$ cat src/pru_pkg.sv
// Shared types, widths, operation codes and the factorial table of the
// permutation rank/unrank core. No dependencies.
package pru_pkg;

    localparam int RANK_W         = 33;
    localparam int ELEM_W         = 4;
    localparam int PLEN_W         = 4;
    localparam int LEN_W          = 5;
    localparam int FACT_W         = 64;
    localparam int MAX_LENGTH_DEF = 13;
    localparam logic [PLEN_W-1:0] PLEN_RESET = PLEN_W'(13);

    typedef enum logic {
        ALU_ADD,
        ALU_SUB
    } alu_op_t;

    typedef struct packed {
        logic              kind;
        logic [RANK_W-1:0] rank;
        logic [ELEM_W-1:0] elem;
        logic              last;
        logic              error;
    } result_t;

    function automatic logic [FACT_W-1:0] fact_full(input logic [LEN_W-1:0] idx);
        logic [FACT_W-1:0] f;
        unique case (idx)
            5'd0:    f = 64'd1;
            5'd1:    f = 64'd1;
            5'd2:    f = 64'd2;
            5'd3:    f = 64'd6;
            5'd4:    f = 64'd24;
            5'd5:    f = 64'd120;
            5'd6:    f = 64'd720;
            5'd7:    f = 64'd5040;
            5'd8:    f = 64'd40320;
            5'd9:    f = 64'd362880;
            5'd10:   f = 64'd3628800;
            5'd11:   f = 64'd39916800;
            5'd12:   f = 64'd479001600;
            5'd13:   f = 64'd6227020800;
            5'd14:   f = 64'd87178291200;
            5'd15:   f = 64'd1307674368000;
            5'd16:   f = 64'd20922789888000;
            5'd17:   f = 64'd355687428096000;
            5'd18:   f = 64'd6402373705728000;
            5'd19:   f = 64'd121645100408832000;
            5'd20:   f = 64'd2432902008176640000;
            default: f = 64'd1;
        endcase
        return f;
    endfunction

endpackage

$ cat src/pru_alu.sv
// Shared 33-bit add / compare-subtract unit of the permutation rank/unrank core.
// Depends on pru_pkg.
module pru_alu
(
    input  pru_pkg::alu_op_t                op,
    input  logic [pru_pkg::RANK_W-1:0]      a,
    input  logic [pru_pkg::RANK_W-1:0]      b,
    input  logic                            b_big,
    output logic [pru_pkg::RANK_W-1:0]      res,
    output logic                            ge
);
    import pru_pkg::*;

    logic              is_sub;
    logic [RANK_W-1:0] b_op;
    logic [RANK_W:0]   total;

    assign is_sub = (op == ALU_SUB);
    assign b_op   = is_sub ? ~b : b;
    assign total  = {1'b0, a} + {1'b0, b_op} + {{RANK_W{1'b0}}, is_sub};
    assign res    = total[RANK_W-1:0];
    assign ge     = is_sub & total[RANK_W] & ~b_big;

endmodule

$ cat src/pru_outreg.sv
// Output register of the permutation rank/unrank core: holds one result
// transaction until the receiver takes it. Depends on pru_pkg.
module pru_outreg
(
    input  logic                        clk,
    input  logic                        rst_n,
    input  logic                        load_valid,
    input  pru_pkg::result_t            load_data,
    output logic                        load_ready,
    output logic                        out_valid,
    input  logic                        out_stall,
    output pru_pkg::result_t            out_data
);
    import pru_pkg::*;

    logic    valid_reg;
    logic    valid_next;
    result_t data_reg;

    assign load_ready = ~valid_reg | ~out_stall;
    assign valid_next = load_valid | (valid_reg & out_stall);
    assign out_valid  = valid_reg;
    assign out_data   = data_reg;

    always_ff @(posedge clk or negedge rst_n)
    begin
        if (!rst_n)
        begin
            valid_reg <= 1'b0;
        end
        else
        begin
            valid_reg <= valid_next;
        end
    end

    always_ff @(posedge clk)
    begin
        if (load_valid && load_ready)
        begin
            data_reg <= load_data;
        end
    end

endmodule

$ cat src/permutation_rank_unrank_core.sv
// Permutation rank/unrank core: top level with the slot-scan sequencer.
// Depends on pru_pkg, pru_alu and pru_outreg.
//
// Input channel (in_valid/in_stall): command 0 feeds one permutation element,
// command 1 decodes rank_value into a permutation. The core takes one
// transaction at a time; in_stall is high while a transaction is in work
// and during a configuration write.
// Output channel (out_valid/out_stall): kind 0 carries a rank, kind 1 an
// element; last marks the final result of a transaction, error a bad element
// or a rank of N! or more. A result waits in an output register, so a
// stalled receiver delays the core only when a second result is ready.
// Sequence: a fed element runs a slot scan that adds one factorial per free
// lower slot through the shared adder; after the N-th element the rank is
// emitted. A decode first checks rank_value against N!, then for each
// element scans the slots (at most N) and emits the element it finds.
// cfg_wr_en/cfg_wr_data write N (perm_length) while the core is idle and
// drop a half-loaded permutation. Reset sets N to 13 and clears the load
// state and output.
module permutation_rank_unrank_core
#(
    parameter int MAX_LENGTH = pru_pkg::MAX_LENGTH_DEF
)
(
    input  logic                            clk,
    input  logic                            rst_n,
    input  logic                            cfg_wr_en,
    input  logic [pru_pkg::PLEN_W-1:0]      cfg_wr_data,
    input  logic                            in_valid,
    output logic                            in_stall,
    input  logic                            command,
    input  logic [pru_pkg::ELEM_W-1:0]      element,
    input  logic [pru_pkg::RANK_W-1:0]      rank_value,
    output logic                            out_valid,
    input  logic                            out_stall,
    output logic                            kind,
    output logic [pru_pkg::RANK_W-1:0]      rank_out,
    output logic [pru_pkg::ELEM_W-1:0]      element_out,
    output logic                            last,
    output logic                            error
);
    import pru_pkg::*;

    localparam int SLOT_W = (MAX_LENGTH > 1) ? $clog2(MAX_LENGTH) : 1;

    localparam logic [2:0] ST_IDLE = 3'd0;
    localparam logic [2:0] ST_ENC  = 3'd1;
    localparam logic [2:0] ST_CHK  = 3'd2;
    localparam logic [2:0] ST_DEC  = 3'd3;
    localparam logic [2:0] ST_EMIT = 3'd4;

    logic [2:0]            state_reg,    state_next;
    logic [PLEN_W-1:0]     plen_reg,     plen_next;
    logic [MAX_LENGTH-1:0] used_reg,     used_next;
    logic [LEN_W-1:0]      pos_reg,      pos_next;
    logic [RANK_W-1:0]     acc_reg,      acc_next;
    logic [SLOT_W-1:0]     slot_reg,     slot_next;
    logic [ELEM_W-1:0]     elem_reg,     elem_next;
    result_t               res_reg,      res_next;

    logic [LEN_W-1:0]      len_eff;
    logic [LEN_W-1:0]      fact_idx;
    logic [FACT_W-1:0]     fact_val;
    alu_op_t               alu_op;
    logic [RANK_W-1:0]     alu_res;
    logic                  alu_ge;
    logic                  in_take;
    logic                  elem_used;
    logic                  push_valid;
    logic                  push_ready;
    result_t               out_data;

    always_comb
    begin
        if (plen_reg == '0)
        begin
            len_eff = LEN_W'(1);
        end
        else if (LEN_W'(plen_reg) > LEN_W'(MAX_LENGTH))
        begin
            len_eff = LEN_W'(MAX_LENGTH);
        end
        else
        begin
            len_eff = LEN_W'(plen_reg);
        end
    end

    always_comb
    begin
        elem_used = 1'b0;
        for (int s = 0; s < MAX_LENGTH; s++)
        begin
            if (LEN_W'(s) == LEN_W'(element))
            begin
                elem_used = elem_used | used_reg[s];
            end
        end
    end

    assign fact_idx = (state_reg == ST_CHK) ? len_eff : (len_eff - LEN_W'(1) - pos_reg);
    assign fact_val = fact_full(fact_idx);
    assign alu_op   = (state_reg == ST_ENC) ? ALU_ADD : ALU_SUB;

    pru_alu u_alu
    (
        .op    (alu_op),
        .a     (acc_reg),
        .b     (fact_val[RANK_W-1:0]),
        .b_big (|fact_val[FACT_W-1:RANK_W]),
        .res   (alu_res),
        .ge    (alu_ge)
    );

    assign in_stall   = (state_reg != ST_IDLE) | cfg_wr_en;
    assign in_take    = in_valid & ~in_stall;
    assign push_valid = (state_reg == ST_EMIT);

    always_comb
    begin
        state_next = state_reg;
        plen_next  = plen_reg;
        used_next  = used_reg;
        pos_next   = pos_reg;
        acc_next   = acc_reg;
        slot_next  = slot_reg;
        elem_next  = elem_reg;
        res_next   = res_reg;

        unique case (state_reg)
            ST_IDLE:
            begin
                if (cfg_wr_en)
                begin
                    plen_next = cfg_wr_data;
                    used_next = '0;
                    pos_next  = '0;
                    acc_next  = '0;
                end
                else if (in_take)
                begin
                    slot_next = '0;
                    elem_next = element;
                    if (command == 1'b0)
                    begin
                        if ((LEN_W'(element) >= len_eff) || elem_used)
                        begin
                            res_next   = '{kind: 1'b0, rank: '0, elem: '0,
                                           last: 1'b1, error: 1'b1};
                            state_next = ST_EMIT;
                        end
                        else
                        begin
                            state_next = ST_ENC;
                        end
                    end
                    else
                    begin
                        used_next  = '0;
                        pos_next   = '0;
                        acc_next   = rank_value;
                        state_next = ST_CHK;
                    end
                end
            end

            ST_ENC:
            begin
                if (LEN_W'(slot_reg) == LEN_W'(elem_reg))
                begin
                    used_next[slot_reg] = 1'b1;
                    pos_next            = pos_reg + LEN_W'(1);
                    if ((pos_reg + LEN_W'(1)) == len_eff)
                    begin
                        res_next   = '{kind: 1'b0, rank: acc_reg, elem: '0,
                                       last: 1'b1, error: 1'b0};
                        state_next = ST_EMIT;
                    end
                    else
                    begin
                        state_next = ST_IDLE;
                    end
                end
                else
                begin
                    if (!used_reg[slot_reg])
                    begin
                        acc_next = alu_res;
                    end
                    slot_next = slot_reg + SLOT_W'(1);
                end
            end

            ST_CHK:
            begin
                if (alu_ge)
                begin
                    res_next   = '{kind: 1'b1, rank: '0, elem: '0,
                                   last: 1'b1, error: 1'b1};
                    state_next = ST_EMIT;
                end
                else
                begin
                    state_next = ST_DEC;
                end
            end

            ST_DEC:
            begin
                if (used_reg[slot_reg])
                begin
                    slot_next = slot_reg + SLOT_W'(1);
                end
                else if (alu_ge)
                begin
                    acc_next  = alu_res;
                    slot_next = slot_reg + SLOT_W'(1);
                end
                else
                begin
                    used_next[slot_reg] = 1'b1;
                    pos_next            = pos_reg + LEN_W'(1);
                    slot_next           = '0;
                    res_next            = '{kind: 1'b1, rank: '0,
                                            elem: ELEM_W'(slot_reg),
                                            last: (pos_reg == (len_eff - LEN_W'(1))),
                                            error: 1'b0};
                    state_next          = ST_EMIT;
                end
            end

            ST_EMIT:
            begin
                if (push_ready)
                begin
                    if (res_reg.last)
                    begin
                        used_next  = '0;
                        pos_next   = '0;
                        acc_next   = '0;
                        state_next = ST_IDLE;
                    end
                    else
                    begin
                        state_next = ST_DEC;
                    end
                end
            end

            default:
            begin
                state_next = ST_IDLE;
            end
        endcase
    end

    always_ff @(posedge clk or negedge rst_n)
    begin
        if (!rst_n)
        begin
            state_reg <= ST_IDLE;
            plen_reg  <= PLEN_RESET;
            used_reg  <= '0;
            pos_reg   <= '0;
            acc_reg   <= '0;
            slot_reg  <= '0;
        end
        else
        begin
            state_reg <= state_next;
            plen_reg  <= plen_next;
            used_reg  <= used_next;
            pos_reg   <= pos_next;
            acc_reg   <= acc_next;
            slot_reg  <= slot_next;
        end
    end

    always_ff @(posedge clk)
    begin
        elem_reg <= elem_next;
        res_reg  <= res_next;
    end

    pru_outreg u_outreg
    (
        .clk        (clk),
        .rst_n      (rst_n),
        .load_valid (push_valid),
        .load_data  (res_reg),
        .load_ready (push_ready),
        .out_valid  (out_valid),
        .out_stall  (out_stall),
        .out_data   (out_data)
    );

    assign kind        = out_data.kind;
    assign rank_out    = out_data.rank;
    assign element_out = out_data.elem;
    assign last        = out_data.last;
    assign error       = out_data.error;

endmodule
$ cat config.mk
export PLATFORM = sky130hd
export DESIGN_NAME = permutation_rank_unrank_core
export DESIGN_NICKNAME = d
export VERILOG_FILES = /design/src/pru_pkg.sv /design/src/pru_alu.sv /design/src/pru_outreg.sv /design/src/permutation_rank_unrank_core.sv
export SDC_FILE = /design/constraint.sdc
export NUM_CORES = 1
export LEC_CHECK = 0
export BUFFER_PORTS_ARGS = -buffer_cell sky130_fd_sc_hd__buf_2
export CAP_MARGIN = 20
export CORE_MARGIN = 8
export CORE_UTILIZATION = 35
export CTS_CLUSTER_SIZE = 16
export DETAILED_ROUTE_END_ITERATION = 7
export GPL_ROUTABILITY_DRIVEN = 0
export PLACE_DENSITY = 0.63
export SYNTH_ARGS = -nofsm -noshare
export SYNTH_HDL_FRONTEND = slang
export SYNTH_SLANG_ARGS = --single-unit
$ cat constraint.sdc
create_clock -name clk -period 8.1 [get_ports clk]
set_input_delay 0.405 -clock clk [delete_from_list [all_inputs] [get_ports clk]]
set_output_delay 0.405 -clock clk [all_outputs]
set_load 0.02 [all_outputs]
After elaboration in Yosys (flattened, before gate mapping)
Memory sizes are Yosys's and may differ from the RTL's.
Cells that the tools add are included.
- add/sub/neg operators: 6
- magnitude comparators: 4
- equality and inequality tests: 35
- mux-type cells: 78
- bitwise logic cells: 26
- reductions and logical operators: 18
- operators by type and width (kind ; number):
    2-to-1 mux 40 bit ; 9
    2-to-1 mux 33 bit ; 10
    case mux 40 bit (4 select lines) ; 1
    case mux 33 bit (4 select lines) ; 1
    2-to-1 mux 13 bit ; 8
    case mux 13 bit (4 select lines) ; 1
    2-to-1 mux 5 bit ; 10
    adder 33 x 33 -> 34 bit ; 1
    adder 34 x 1 -> 34 bit ; 1
    NOT 33 bit ; 1
    OR reduction 31 bit ; 1
    2-to-1 mux 3 bit ; 10
    2-to-1 mux 4 bit ; 6
    inequality test 2 bit (second input constant) ; 12
    equality test 4 bit (first input constant) ; 5
    case mux 5 bit (4 select lines) ; 1
    equality test 3 x 4 -> 1 bit (first input constant) ; 4
    2-to-1 mux 1 bit ; 16
    bitwise OR 1 bit ; 15
    case mux 3 bit (5 select lines) ; 1
    bitwise OR 13 bit ; 1
    case mux 4 bit (3 select lines) ; 1
    equality test 5 bit ; 2
    AND reduction 10 bit ; 1
    33 further kinds ; 48
- flip-flop bits (word level): 147
- bits in read-only memories: 1824
- bits of input ports: 47
- output and inout bits: 42
- word-level logic and storage cells: 186
- memories: 1
- memories (memory ; depth ; bits a word ; rd ports ; clocked after memory_dff ; write ports ; line ; text):
    (name not given) ; 32 ; 57 ; 1 ; 0 ; 0 ; pru_pkg.sv:28 ; unique case (idx)

Depth between registers and ports, before layout
- depth after elaboration: 32
- depth in mapped cells: 29
- mapped depth without buffers: 27

Hierarchy
Synthesis repeated with hierarchy kept, for this count alone.
- cell total of the unflattened synthesis: 889
- area, all modules: 9201.3 sq um
- by module, submodules not included (module ; times used ; cells each ; area each (sq um) ; sequential area each (sq um)):
    permutation_rank_unrank_core ; 1 ; 562 ; 5865.6 ; 2876.5
    pru_alu ; 1 ; 283 ; 2087.0 ; 0.0
    pru_outreg ; 1 ; 44 ; 1248.7 ; 1226.2

Least setup slack after synthesis
No wires, ideal clock.
- kind: register -> register
- from: register plen_reg[2]
- to: register res_reg[0] (netlist name), enable pin
- data arrival time: 6.048 ns
- data required time: 7.719 ns
- slack: 1.671 ns
- stages on the path, launching flop included: 24
- clock period less this slack: 6.429 ns
- cells stage by stage: dfstp_2 buf_2 nor3_1 or3_1 inv_1 ha_1 xor2_1 ha_1 and3b_1 or3_1 and2_1 a21oi_1 and2_1 a31oi_1 nand3_1 o21ai_0 a21oi_1 xor2_1 ha_1 nand3_1 or4_1 or4_1 o22ai_2 o221a_2
- cells in the longest elaborated chain, start to end: 15
- elaborated cells between the ends (all ways): 24
- RTL lines (element ; line ; text):
    start: declaration ; permutation_rank_unrank_core.sv:52 ; logic [PLEN_W-1:0] plen_reg, plen_next;
    start signal: assignment ; permutation_rank_unrank_core.sv:270 ; plen_reg <= plen_next;
    greater-than comparator 4 bit ; permutation_rank_unrank_core.sv:78 ; else if (LEN_W'(plen_reg) > LEN_W'(MAX_LENGTH))
    2-to-1 mux 4 bit ; permutation_rank_unrank_core.sv:78 ;
    2-to-1 mux 5 bit * ; permutation_rank_unrank_core.sv:74 ; if (plen_reg == '0)
    subtractor 5 x 1 -> 5 bit ; permutation_rank_unrank_core.sv:100 ; assign fact_idx = (state_reg == ST_CHK) ? len_eff : (len_eff - LEN_W'(1) - pos_reg);
    subtractor 5 bit ; permutation_rank_unrank_core.sv:100 ;
    2-to-1 mux 5 bit ; permutation_rank_unrank_core.sv:100 ;
    memory read (32 x 57 bit) ; - ;
    NOT 33 bit ; pru_alu.sv:19 ; assign b_op = is_sub ? ~b : b;
    2-to-1 mux 33 bit ; pru_alu.sv:19 ;
    adder 33 x 33 -> 34 bit ; pru_alu.sv:20 ; assign total = {1'b0, a} + {1'b0, b_op} + {{RANK_W{1'b0}}, is_sub};
    adder 34 x 1 -> 34 bit ; pru_alu.sv:20 ;
    AND 1 bit (2 in a row) ; pru_alu.sv:22 ; assign ge = is_sub & total[RANK_W] & ~b_big;
    inequality test 2 bit (no line) ; - ;
    AND reduction 10 bit (no line) * ; - ;
    end signal: assignment ; permutation_rank_unrank_core.sv:281 ; res_reg <= res_next;
    end: declaration ; permutation_rank_unrank_core.sv:58 ; result_t res_reg, res_next;
Every way passes the cells marked *; elsewhere a longest branch is shown, timed or not.
A chain may end at the register's enable or synchronous reset.

Worst setup path in the final report
- from: register plen_reg[2]
- to: register res_reg[25] (netlist name), enable pin
Same word-level chain as after synthesis.

==> out/metrics.csv <==
stage,metric,value,unit
setup_path,CP Data Arrival Time,7.18,ns
timing,Hold Slack,0.1664,ns
placement,Cells after DPL,1334,
timing,Setup TNS,0,ns
timing,final hold violations,0,
timing,unrepaired setup endpoints after global routing,false,
die,die span in y,179.3,µm
clocking,CTS resizes,0,
setup_path,Crit. End Element,register,
yosys,Yosys reg bits,147,
detailed_routing,Via density,5.525,
detailed_routing,DR DRC count,0,
die,Die Wd,179.3,µm
yosys,predominant post-synthesis flop cell,edfxtp_1,
setup_path,crit path max fanout,30,
detailed_routing,via count,7552,
clocking,clk_lat worst skew,0.43,ns
finish,"commonest non-fill, non-tap cell in the layout",buf_2,
timing,Slew HR,0.3422,
die,core area,0.02613,mm²
placement,number of I/O port buffers,88,
grt,total gr overflow,0,
grt,GRT Total Usage,0.1530,
detailed_routing,Detailed Routing Iterations Pass 1,5,
detailed_routing,WL/cell,17.80,µm
timing,Max Slew Vio Count,0,
clocking,clock sink count,147,
die,Initial Util,0.3570,
clocking,CTS tree,built,
yosys,Post-synth EDFFs,84,
job,max_cap viols,0,
timing,Worst Skew,0.007399,ns
min_path,Hold Path Class,in -> async,
clocking,hold_buf cts,0,
yosys,synthesized net count,1056,
run_status,run status,"finished, final reports clean",
grt,first-pass GRT wire length,38.70,mm
clocking,CTS max path bufs,2,
clocking,Clock Tree Root,clkbuf_16,
die,Die ar.,0.03213,mm²
clocking,H-tree depth,4,
setup_path,CP Launch Type,register,
timing,Fmax,0.1418,GHz
grt,initial antenna violation count,1,
finish,layout cells sized above 1,0.1589,
clocking,Worst-path clk slew,0.07,ns
grt,vias in the first global route,7414,
yosys,async set-reset flop share out of synthesis,0.4286,
detailed_routing,final WL,24.33,mm
yosys,Ys Warns,0,
finish,# diodes,0,
yosys,Cells after Synth,953,
timing,slew at the pin closest to its max-slew limit,0.9779,ns
clocking,postcts setup bufs,0,
timing,final setup fails,0,
timing,Tcrit/Tclk final,0.8709,
yosys,post-synthesis sequential area ratio,0.4398,
setup_path,Worst EP required,8.23,ns
detailed_routing,post-route ant nets,0,
die,Cell Rows,59,
finish,Layout Utilization,0.4103,
yosys,synthesized area per cell,9.789,µm²
timing,clock period minus worst slack,7.054,ns
setup_path,Worst Setup Path Type,reg -> reg,
finish,area grow syn2layout,14.93,%
detailed_routing,Iteration-0 DRC Markers,665,
clocking,total CTS buffers,17,
yosys,Syn Std Cell Area,0.009329,mm²
finish,fin nets,1122,
finish,"commonest cells after routing, fill and taps aside","buf_2, edfxtp_1, nand2_1",
yosys,post-synthesis cell type count,76,
placement,Final HPWL DP,17.86,mm
finish,Finished Layout Cells,1367,
die,number of placed I/O pins,89,
grt,pin count of the biggest net entering global routing,76,
## worst max-delay path, stage by stage (launching register included)
cell and delay [ns]:
dfstp_2 0.61, nor3_1 0.09, or3_1 0.40, ha_1 0.34
nand2_1 0.06, a21boi_0 0.77, inv_1 0.37, ha_1 0.40
o21ai_0 0.36, o22ai_1 0.17, xnor2_1 0.17, ha_1 0.40
and2_1 0.20, nand3_1 0.23, or4_1 0.48, or4_1 0.53
o22ai_2 0.32, o221a_2 0.54, buf_12 0.25
## cell type report
type	count	area, µm²
Fill cell	2562	15410
Clock inverter	13	150.1
Tap cell	335	419.2
Clock buffer	19	432.9
Timing Repair Buffer	103	578.1
Sequential cell	147	4103
Multi-Input combinational cell	714	4903
Inverter	36	135.1
## Yosys cell counts (23+ instances only)
cell type   n  area share
inv_1      35       0.014
and3_1     36       0.024
a21oi_1    62       0.033
edfxtp_1   84        0.27
ha_1       54       0.072
xnor2_1    39       0.037
xor2_1     27       0.025
clkbuf_1   42       0.017
o21ai_0    54       0.029
a21o_1     26       0.021
nor3_1     24       0.013
nor2_1     65       0.026
dfrtp_1    60        0.16
nand2_1    80       0.032
a22oi_1    23       0.019
## metal layers
metal | vias to the layer above | wire length [µm] | track usage | part of all wire
met5 | - | 10 | 0 | 0.00041
met1 | 3635 | 10580 | 0.1872 | 0.44
met4 | 2 | 484 | 0.05172 | 0.020
met3 | 41 | 1251 | 0.02928 | 0.051
li1 | 3655 | - | - | -
met2 | 219 | 12000 | 0.2664 | 0.49
## metrics by stage
step	cell area [µm²]	setup WS (ns)
after floorplan	9329	1.671
after global placement	10120	1.218
after detailed placement	10120	1.047
after CTS	10700	1.014
after global routing	10720	0.6281
final	10720	1.046
## final timing paths
path                                 from  depth (start not counted)  slack (ns)                    end
min in group clk           cfg_wr_data[3]                          3        0.21            plen_reg[3]
setup / recovery              plen_reg[2]                         18        1.05            res_reg[25]
hold / removal                      rst_n                          2        0.17            used_reg[9]
max in group asynchronous           rst_n                          2        7.36            acc_reg[20]
hold reg to reg               res_reg[32]                          0        0.42  u_outreg.out_data[32]
setup reg to reg              plen_reg[2]                         18        1.05            res_reg[25]
## cells by family (layout without fill, tap and decap cells)
family	count (synthesis)	in the layout	share of synthesized area
flops	147	147	0.4398
compound gates	282	282	0.1996
buf+inv	92	171	0.03997
fa+ha+maj	56	56	0.07672
xor+xnor	66	66	0.06196
mux	20	20	0.02790
simple gates	290	290	0.1541
Power is not shown: default switching activity piles up to over one toggle a cycle in this logic, so the estimate is an artifact.
